<file path="config.mk">
export PLATFORM = sky130hd
export DESIGN_NAME = stego_level_bit_extractor
export DESIGN_NICKNAME = d
export VERILOG_FILES = /design/src/rtl/sbe_pkg.sv /design/src/rtl/sbe_front.sv /design/src/rtl/sbe_queue.sv /design/src/rtl/sbe_back.sv /design/src/rtl/stego_level_bit_extractor.sv
export SDC_FILE = /design/constraint.sdc
export NUM_CORES = 1
export LEC_CHECK = 0
export ABC_AREA = 1
export CAP_MARGIN = 20
export CORE_MARGIN = 4
export CORE_UTILIZATION = 60
export CTS_BUF_LIST = sky130_fd_sc_hd__clkbuf_16
export CTS_CLUSTER_DIAMETER = 200
export DETAILED_ROUTE_END_ITERATION = 7
export DONT_BUFFER_PORTS = 1
export PLACE_DENSITY = 0.87
export SYNTH_ARGS = -nofsm -noshare
export SYNTH_HDL_FRONTEND = slang
export SYNTH_SLANG_ARGS = --single-unit
</file>
<file path="constraint.sdc">
create_clock -name clock -period 7.4 [get_ports clock]
set_input_delay 0.37 -clock clock [delete_from_list [all_inputs] [get_ports clock]]
set_output_delay 0.37 -clock clock [all_outputs]
set_load 0.02 [all_outputs]
</file>
<file path="src/rtl/sbe_pkg.sv">
// Shared types and constants for the stego level bit extractor.
`timescale 1ns / 1ps
`default_nettype none

package sbe_pkg;

   // Field widths
   localparam int LEVEL_W     = 16;
   localparam int BYTE_W      = 8;
   localparam int LEN_W       = 32;
   localparam int COUNT_W     = 33;
   localparam int CSR_INDEX_W = 2;
   localparam int CSR_DATA_W  = 16;

   // Bytes of big-endian length header
   localparam logic [COUNT_W-1:0] HEADER_BYTES = 33'd4;

   // Byte queue between front and back
   localparam int QUEUE_DEPTH = 4;
   localparam int QUEUE_PTR_W = 2;
   localparam int QUEUE_CNT_W = 3;

   // Register indexes
   localparam logic [CSR_INDEX_W-1:0] CSR_LEVEL_THRESHOLD = 2'd0;
   localparam logic [CSR_INDEX_W-1:0] CSR_SKIP_LEVEL      = 2'd1;
   localparam logic [CSR_INDEX_W-1:0] CSR_EXTRACT_ENABLE  = 2'd2;

   // Register reset values
   localparam logic signed [LEVEL_W-1:0] THRESHOLD_RESET = 16'sd5;
   localparam logic signed [LEVEL_W-1:0] SKIP_RESET      = 16'sd127;

   // Result byte classes
   typedef enum logic [1:0] {
      KIND_HEADER  = 2'd0,
      KIND_PAYLOAD = 2'd1,
      KIND_BEYOND  = 2'd2
   } byte_kind_type;

   // Configuration seen by the front end
   typedef struct packed {
      logic signed [LEVEL_W-1:0] level_threshold;
      logic signed [LEVEL_W-1:0] skip_level;
      logic                      extract_enable;
   } cfg_type;

   // Queue write side
   typedef struct packed {
      logic              push;
      logic [BYTE_W-1:0] data;
   } queue_wr_type;

   // Queue read side status
   typedef struct packed {
      logic              empty;
      logic              full;
      logic [BYTE_W-1:0] head;
   } queue_rd_type;

endpackage

`default_nettype wire

</file>
<file path="src/rtl/sbe_front.sv">
// Front end: qualifies levels and assembles hidden bits into bytes.
`timescale 1ns / 1ps
`default_nettype none

module sbe_front
   import sbe_pkg::*;
#(
   parameter int BITS_PER_LEVEL = 2
) (
   input  wire logic                      clock,
   input  wire logic                      reset,
   input  wire cfg_type                   cfg,
   input  wire logic                      take,
   input  wire logic signed [LEVEL_W-1:0] level,
   output queue_wr_type                   wr
);

   localparam int SUM_W = 4;

   logic [BYTE_W-1:0]   bit_shift_ff, bit_shift_in;
   logic [2:0]          bit_count_ff, bit_count_in;
   logic                qualify;
   logic [2*BYTE_W-1:0] merged;
   logic [SUM_W-1:0]    total;
   logic [2:0]          rem_bits;
   logic [BYTE_W-1:0]   rem_mask;

   // Level carries bits only when enabled, above threshold and not the skip value
   assign qualify = cfg.extract_enable && (level > cfg.level_threshold) &&
                    (level != cfg.skip_level);

   // Append the new bits below those already collected
   assign merged = ({8'd0, bit_shift_ff} << BITS_PER_LEVEL) |
                   (2*BYTE_W)'(level[BITS_PER_LEVEL-1:0]);
   assign total    = {1'b0, bit_count_ff} + SUM_W'(BITS_PER_LEVEL);
   assign rem_bits = total[2:0];
   assign rem_mask = (8'd1 << rem_bits) - 8'd1;

   // Split off a finished byte when the bit total reaches eight
   always_comb begin
      bit_shift_in = bit_shift_ff;
      bit_count_in = bit_count_ff;
      wr.push      = 1'b0;
      wr.data      = BYTE_W'(merged >> rem_bits);
      if (take && qualify) begin
         if (total[3]) begin
            wr.push      = 1'b1;
            bit_shift_in = merged[BYTE_W-1:0] & rem_mask;
            bit_count_in = rem_bits;
         end else begin
            bit_shift_in = merged[BYTE_W-1:0];
            bit_count_in = total[2:0];
         end
      end
   end

   always_ff @(posedge clock) begin
      if (reset) begin
         bit_shift_ff <= '0;
         bit_count_ff <= '0;
      end else begin
         bit_shift_ff <= bit_shift_in;
         bit_count_ff <= bit_count_in;
      end
   end

endmodule

`default_nettype wire

</file>
<file path="src/rtl/sbe_queue.sv">
// Short byte queue that decouples the front end from the back end.
`timescale 1ns / 1ps
`default_nettype none

module sbe_queue
   import sbe_pkg::*;
(
   input  wire logic         clock,
   input  wire logic         reset,
   input  wire queue_wr_type wr,
   input  wire logic         pop,
   output queue_rd_type      rd
);

   logic [BYTE_W-1:0]      mem_ff [QUEUE_DEPTH];
   logic [QUEUE_PTR_W-1:0] wr_ptr_ff, wr_ptr_in;
   logic [QUEUE_PTR_W-1:0] rd_ptr_ff, rd_ptr_in;
   logic [QUEUE_CNT_W-1:0] count_ff, count_in;

   // Status and head of queue
   assign rd.empty = (count_ff == '0);
   assign rd.full  = (count_ff == QUEUE_CNT_W'(QUEUE_DEPTH));
   assign rd.head  = mem_ff[rd_ptr_ff];

   // Pointer and fill count update
   always_comb begin
      wr_ptr_in = wr.push ? wr_ptr_ff + 1'b1 : wr_ptr_ff;
      rd_ptr_in = pop ? rd_ptr_ff + 1'b1 : rd_ptr_ff;
      count_in  = count_ff;
      if (wr.push && !pop) begin
         count_in = count_ff + 1'b1;
      end else if (!wr.push && pop) begin
         count_in = count_ff - 1'b1;
      end
   end

   always_ff @(posedge clock) begin
      if (reset) begin
         wr_ptr_ff <= '0;
         rd_ptr_ff <= '0;
         count_ff  <= '0;
      end else begin
         wr_ptr_ff <= wr_ptr_in;
         rd_ptr_ff <= rd_ptr_in;
         count_ff  <= count_in;
      end
   end

   // Storage
   always_ff @(posedge clock) begin
      if (wr.push) begin
         mem_ff[wr_ptr_ff] <= wr.data;
      end
   end

   assert property (@(posedge clock) disable iff (reset)
      count_ff <= QUEUE_CNT_W'(QUEUE_DEPTH))
      else $error("queue fill count exceeds depth");

   assert property (@(posedge clock) disable iff (reset)
      wr.push |-> !rd.full)
      else $error("push into full queue");

   assert property (@(posedge clock) disable iff (reset)
      pop |-> !rd.empty)
      else $error("pop from empty queue");

endmodule

`default_nettype wire

</file>
<file path="src/rtl/sbe_back.sv">
// Back end: counts bytes, builds the message length and classifies each byte.
`timescale 1ns / 1ps
`default_nettype none

module sbe_back
   import sbe_pkg::*;
(
   input  wire logic         clock,
   input  wire logic         reset,
   input  wire queue_rd_type rd,
   output logic              pop,
   input  wire logic         rsp_stall,
   output logic              rsp_valid,
   output logic [BYTE_W-1:0] rsp_data_byte,
   output byte_kind_type     rsp_byte_kind,
   output logic              rsp_last_payload,
   output logic [LEN_W-1:0]  rsp_length_so_far
);

   logic [COUNT_W-1:0] byte_count_ff, byte_count_in;
   logic [LEN_W-1:0]   message_len_ff, message_len_in;
   logic [COUNT_W-1:0] msg_end_ff, msg_end_in;
   logic               rsp_valid_ff, rsp_valid_in;
   logic [BYTE_W-1:0]  data_ff;
   byte_kind_type      kind_ff, kind_in;
   logic               last_ff, last_in;
   logic [LEN_W-1:0]   len_out_ff;

   // Take the next byte when the output register is free or draining
   assign pop = !rd.empty && (!rsp_valid_ff || !rsp_stall);

   // Saturating byte count, header assembly and classification
   always_comb begin
      byte_count_in  = byte_count_ff;
      message_len_in = message_len_ff;
      msg_end_in     = msg_end_ff;
      kind_in        = KIND_BEYOND;
      last_in        = 1'b0;
      if (pop) begin
         if (byte_count_ff != '1) begin
            byte_count_in = byte_count_ff + 1'b1;
         end
         if (byte_count_in <= HEADER_BYTES) begin
            kind_in = KIND_HEADER;
            case (byte_count_in[2:0])
               3'd1:    message_len_in[31:24] = message_len_ff[31:24] | rd.head;
               3'd2:    message_len_in[23:16] = message_len_ff[23:16] | rd.head;
               3'd3:    message_len_in[15:8]  = message_len_ff[15:8]  | rd.head;
               3'd4:    message_len_in[7:0]   = message_len_ff[7:0]   | rd.head;
               default: message_len_in = message_len_ff;
            endcase
            msg_end_in = {1'b0, message_len_in} + HEADER_BYTES;
         end else if (byte_count_in <= msg_end_ff) begin
            kind_in = KIND_PAYLOAD;
            last_in = (byte_count_in == msg_end_ff);
         end
      end
   end

   // Output register holds while stalled
   always_comb begin
      if (pop) begin
         rsp_valid_in = 1'b1;
      end else if (rsp_stall) begin
         rsp_valid_in = rsp_valid_ff;
      end else begin
         rsp_valid_in = 1'b0;
      end
   end

   always_ff @(posedge clock) begin
      if (reset) begin
         byte_count_ff  <= '0;
         message_len_ff <= '0;
         msg_end_ff     <= HEADER_BYTES;
         rsp_valid_ff   <= 1'b0;
      end else begin
         byte_count_ff  <= byte_count_in;
         message_len_ff <= message_len_in;
         msg_end_ff     <= msg_end_in;
         rsp_valid_ff   <= rsp_valid_in;
      end
   end

   // Result payload
   always_ff @(posedge clock) begin
      if (pop) begin
         data_ff    <= rd.head;
         kind_ff    <= kind_in;
         last_ff    <= last_in;
         len_out_ff <= message_len_in;
      end
   end

   assign rsp_valid         = rsp_valid_ff;
   assign rsp_data_byte     = data_ff;
   assign rsp_byte_kind     = kind_ff;
   assign rsp_last_payload  = last_ff;
   assign rsp_length_so_far = len_out_ff;

   assert property (@(posedge clock) disable iff (reset)
      (rsp_valid_ff && last_ff) |-> (kind_ff == KIND_PAYLOAD))
      else $error("last flag on a non-payload byte");

   assert property (@(posedge clock) disable iff (reset)
      (rsp_valid_ff && kind_ff == KIND_HEADER) |-> (byte_count_ff <= HEADER_BYTES))
      else $error("header byte reported after header end");

   assert property (@(posedge clock) disable iff (reset)
      ##1 (byte_count_ff >= $past(byte_count_ff)))
      else $error("byte count went backward");

endmodule

`default_nettype wire

</file>
<file path="src/rtl/stego_level_bit_extractor.sv">
// Top level of the stego level bit extractor.
// Usage:
//   req_ channel carries one signed 16-bit coefficient level per transaction.
//   A level above level_threshold, unequal to skip_level, with extract_enable
//   set, gives its low BITS_PER_LEVEL bits (MSB first) to a byte assembler.
//   rsp_ channel carries one transaction per completed byte: the byte, its
//   kind (length header, payload, beyond the end), a last-payload flag and
//   the message length gathered so far. The first four bytes are the
//   big-endian length.
//   csr_ port writes threshold, skip level and enable; write only when idle.
// Timing:
//   One level per cycle unless req_stall is high. A byte completed by a level
//   is written to the queue, then popped into the output register (rsp_valid).
//   A four-byte queue separates the bit assembler from the byte classifier.
//   When rsp_stall holds the output register, the queue fills and req_stall
//   rises once it holds four bytes.
// Reset: synchronous; clears assembler, counters and length, and loads the
//   register defaults (threshold 5, skip level 127, enable 1).
`timescale 1ns / 1ps
`default_nettype none

module stego_level_bit_extractor
   import sbe_pkg::*;
#(
   parameter int BITS_PER_LEVEL = 2
) (
   input  wire logic                      clock,
   input  wire logic                      reset,
   input  wire logic                      req_valid,
   output logic                           req_stall,
   input  wire logic signed [LEVEL_W-1:0] req_level,
   output logic                           rsp_valid,
   input  wire logic                      rsp_stall,
   output logic [BYTE_W-1:0]              rsp_data_byte,
   output logic [1:0]                     rsp_byte_kind,
   output logic                           rsp_last_payload,
   output logic [LEN_W-1:0]               rsp_length_so_far,
   input  wire logic                      csr_we,
   input  wire logic [CSR_INDEX_W-1:0]    csr_index,
   input  wire logic [CSR_DATA_W-1:0]     csr_wdata
);

   cfg_type       cfg_ff, cfg_in;
   queue_wr_type  wr;
   queue_rd_type  rd;
   logic          pop;
   logic          take;
   byte_kind_type kind;

   // Configuration registers
   always_comb begin
      cfg_in = cfg_ff;
      if (csr_we) begin
         unique case (csr_index)
            CSR_LEVEL_THRESHOLD: cfg_in.level_threshold = $signed(csr_wdata);
            CSR_SKIP_LEVEL:      cfg_in.skip_level      = $signed(csr_wdata);
            CSR_EXTRACT_ENABLE:  cfg_in.extract_enable  = csr_wdata[0];
            default:             cfg_in = cfg_ff;
         endcase
      end
   end

   always_ff @(posedge clock) begin
      if (reset) begin
         cfg_ff.level_threshold <= THRESHOLD_RESET;
         cfg_ff.skip_level      <= SKIP_RESET;
         cfg_ff.extract_enable  <= 1'b1;
      end else begin
         cfg_ff <= cfg_in;
      end
   end

   // Input transaction accepted while the queue has room
   assign req_stall = rd.full;
   assign take      = req_valid && !req_stall;

   sbe_front #(
      .BITS_PER_LEVEL(BITS_PER_LEVEL)
   ) u_front (
      .clock (clock),
      .reset (reset),
      .cfg   (cfg_ff),
      .take  (take),
      .level (req_level),
      .wr    (wr)
   );

   sbe_queue u_queue (
      .clock (clock),
      .reset (reset),
      .wr    (wr),
      .pop   (pop),
      .rd    (rd)
   );

   sbe_back u_back (
      .clock             (clock),
      .reset             (reset),
      .rd                (rd),
      .pop               (pop),
      .rsp_stall         (rsp_stall),
      .rsp_valid         (rsp_valid),
      .rsp_data_byte     (rsp_data_byte),
      .rsp_byte_kind     (kind),
      .rsp_last_payload  (rsp_last_payload),
      .rsp_length_so_far (rsp_length_so_far)
   );

   assign rsp_byte_kind = kind;

endmodule

`default_nettype wire
</file>
==> out/results.txt <==
Status: finished, final reports clean
Commonest register cell after synthesis: dfxtp_1
Clk sinks: 226
Remaining antenna violation count: 0
Count of input and output buffers: 0
RSZ-0062 raised after global routing: no
Crit path kind: flip-flop to flip-flop
Final period util: 56.7%
Layout cells sized above 1: 5.31%
Fill count: 1,659
Synth area leaders: dfxtp_1, edfxtp_1, nand2_1, inv_1, nor2_1
Pleak: 5.89 nW
Setup-failing EPs final: 0
Gpl congestion: 0.961
Area fraction of the dominant cell type after synthesis: 24.2%
Clock Tree Buf Depth: 3
Main combinational cell family by area after synthesis: simple AND/OR/NAND/NOR gates
Overall power: 5.05 mW
Sequential Area: 5280 µm²
Post-synthesis mux area share: 0%
GR Overflow Total: 0
Postcts setup bufs: 0
Ant diodes: 0
Hold WC Path Type: input port to flip-flop
Fmax: 0.238 GHz
Mapped Cells: 1,676
Vias per std cell: 5.71
Startpoint types: flip-flop
Power density over cell area: 370 nW/µm²
Root buf cell: clkbuf_16
Util after Layout: 67.0%
Max-cap violations: 0
Largest net degree at the start of global routing: 69
H-tree depth: 1
Multi-input logic area: 6160 µm²
Gr usage total: 27.9%
DRT iter0 DRCs: 1,025
Row count: 52
WL final: 33,400 µm
Syn Area/Cell: 7.47 µm²
Count leader, synth: nand2_1
CP Capture Type: flip-flop
Sequential area share after synthesis: 42.2%
Vias in the first global route: 10,600
Adder-cell share of the synthesized area: 6.06%
Cell mode on critical path: nand2_1
Synth Register Bits: 226
Nets@finish: 1,776
Clock latency on the worst-skew pair: 530 ps
First-pass GRT wire length: 53,800 µm
Syn. warnings: 0
Die height: 152 µm
CTS tree: built
Detailed placement HPWL: 23,500 µm
TritonCTS Buffers: 25
Max-slew violation count: 0
Via count: 11,200
Number of synthesized flops with an enable pin: 75
Synth cell types: 45
Critical Path RT: 7630 ps
Synth top cells by count: nand2_1, inv_1, nor2_1, dfxtp_1, a21oi_1
CP arrival: 4430 ps
DRC violation count after routing: 0
Endpoints failing hold: 0
Wire per inst: 17.0 µm
DRT Pass-1 Iters: 6
Post-Synth XOR/XNOR Area: 3.29%
Synth async-reset ratio: 0%
Die ar.: 23,200 µm²
Peak supply drop: 225 µV
Synth Area in Compound Gates: 12.0%
Fin Setup TNS: 0 ps
Max stage delay on crit path: 580 ps
Skew final: 8.82 ps
Syn_nets: 1,775
CP Cell Sequence: ha_1 > nand2_1 > nor2_2 > nand2_4 > nor2_8 > nand3_4 > nand2_1 > nand2_1 > inv_1 > nor3_1 > nand2_1 > nor2_1 > nand3_1 > nand2_2 > nand2_2 > buf_4 > a21oi_1
Crit path max fanout: 68
I/O pins: 84
Cell Area, Synth: 12,500 µm²
Hold WS: 29.5 ps
Slowest cell on the critical path: buf_4
Initial antenna violation count: 0
Core area: 20,400 µm²
Hold buffer count at CTS: 19
Yosys top cell by area: dfxtp_1
Area growth syn-to-layout: 9.10%
Clock slew at reported path FFs: 60 ps
Simple logic cell fraction of the synthesized area: 27.8%
Die W: 152 µm
Slew headroom: 17.8%
Post-CTS sizing: 0
Clock period minus final worst setup slack: 4190 ps
Worst slew pin tran: 1230 ps
Initial core utilization: 61.4%
-- per-layer routing --
| metal | vias up | track usage [%] | wire length [µm] |
|---|---|---|---|
| met2 | 508 | 45.8 | 15500 |
| met1 | 5137 | 37.2 | 13700 |
| met4 | 0 | 10.2 | 1170 |
| li1 | 5492 | - | - |
| met3 | 88 | 5.03 | 3070 |
| met5 | - | 0 | 0 |
-- critical path: cells and delay by family (launching register included) --
| kind | cells | cell delay, ps |
|---|---|---|
| AND/OR/NAND/NOR | 13 | 2100 |
| flip-flops | 1 | 440 |
| adder cells (fa/ha/maj) | 1 | 270 |
| buffers and inverters | 2 | 840 |
| AO/OA/AOI/OAI | 1 | 190 |
-- sequential cells by signal (all words and copies together), names as in the netlist, named ones only --
| name | flops |
|---|---|
| cfg_ff | 33 |
| u_back.byte_count_ff | 33 |
| u_back.message_len_ff | 32 |
| u_back.msg_end_ff | 33 |
| u_back.rsp_byte_kind | 2 |
| u_back.rsp_data_byte | 8 |
| u_back.rsp_last_payload | 1 |
| u_back.rsp_length_so_far | 32 |
| u_back.rsp_valid | 1 |
| u_front.bit_count_ff | 2 |
| u_front.bit_shift_ff | 8 |
| u_queue.count_ff | 3 |
| u_queue.mem_ff | 32 |
| u_queue.rd_ptr_ff | 2 |
| u_queue.wr_ptr_ff | 2 |
-- cell usage in the layout, fill, tap and decap left out, types with 2 or more instances in the layout --
cell type / instances
nand2_1: 328
inv_1: 228
nor2_1: 208
dfxtp_1: 151
a21oi_1: 111
o21ai_0: 111
nand3_1: 92
edfxtp_1: 75
ha_1: 59
xor2_1: 44
nand4_1: 43
and2_1: 34
o21ai_1: 28
clkbuf_16: 25
nand2_2: 19
nor3_1: 18
dlygate4sd3_1: 18
nor2_2: 12
clkinv_1: 10
a211oi_1: 10
buf_4: 9
nor4_1: 7
o22ai_1: 7
o211ai_1: 5
inv_2: 4
nand3b_1: 4
nand2_4: 3
a32oi_1: 3
xnor2_1: 3
clkinv_2: 3
o21a_1: 2
nor2_4: 2
nor2_8: 2
nor3_2: 2
nand3_2: 2
-- per-stage QoR --
stage | cells | cell area [µm²] | worst slack, ps
2_1_floorplan | 1676 | 12500 | 4320
3_3_place_gp | 1901 | 12700 | 3510
3_5_place_dp | 1901 | 12700 | 3330
4_1_cts | 1966 | 13700 | 3310
5_1_grt | 1966 | 13700 | 2880
6_report | 1966 | 13700 | 3210
-- final timing paths --
path | start | end | slack (ps) | cells past startpoint
min reg2reg | cfg_ff[24] | cfg_ff[24] | 460 | 2
min | reset | u_back.byte_count_ff[31] | 30 | 3
max reg2reg | u_back.byte_count_ff[0] | u_back.rsp_length_so_far[31] | 3210 | 17
max | u_back.byte_count_ff[0] | u_back.rsp_length_so_far[31] | 3210 | 17
-- area by class of cell --
cell class                      instances  share of cell area (%)
Tap cell                              270                    2.47
Clock inverter                         21                   0.944
Sequential cell                       226                    38.6
Timing Repair Buffer                   28                    1.96
Multi-Input combinational cell       1169                    45.2
Inverter                              227                    6.24
Clock buffer                           25                    4.58
-- cells by family (layout without fill, tap and decap cells) --
kind of cell,after synthesis,count (layout)
AND/OR/NAND/NOR,778,778
flip-flops,226,226
XOR/XNOR,47,47
adder cells (fa/ha/maj),60,60
buffers and inverters,281,301
AO/OA/AOI/OAI,284,284
-- power by group --
part	switching [mW]	internal, mW
Clock	0.502	0.649
Combinational	1.35	0.569
Sequential	0.357	1.62
Total	2.20	2.84
Note: power is estimated with default switching activity, not from simulation.
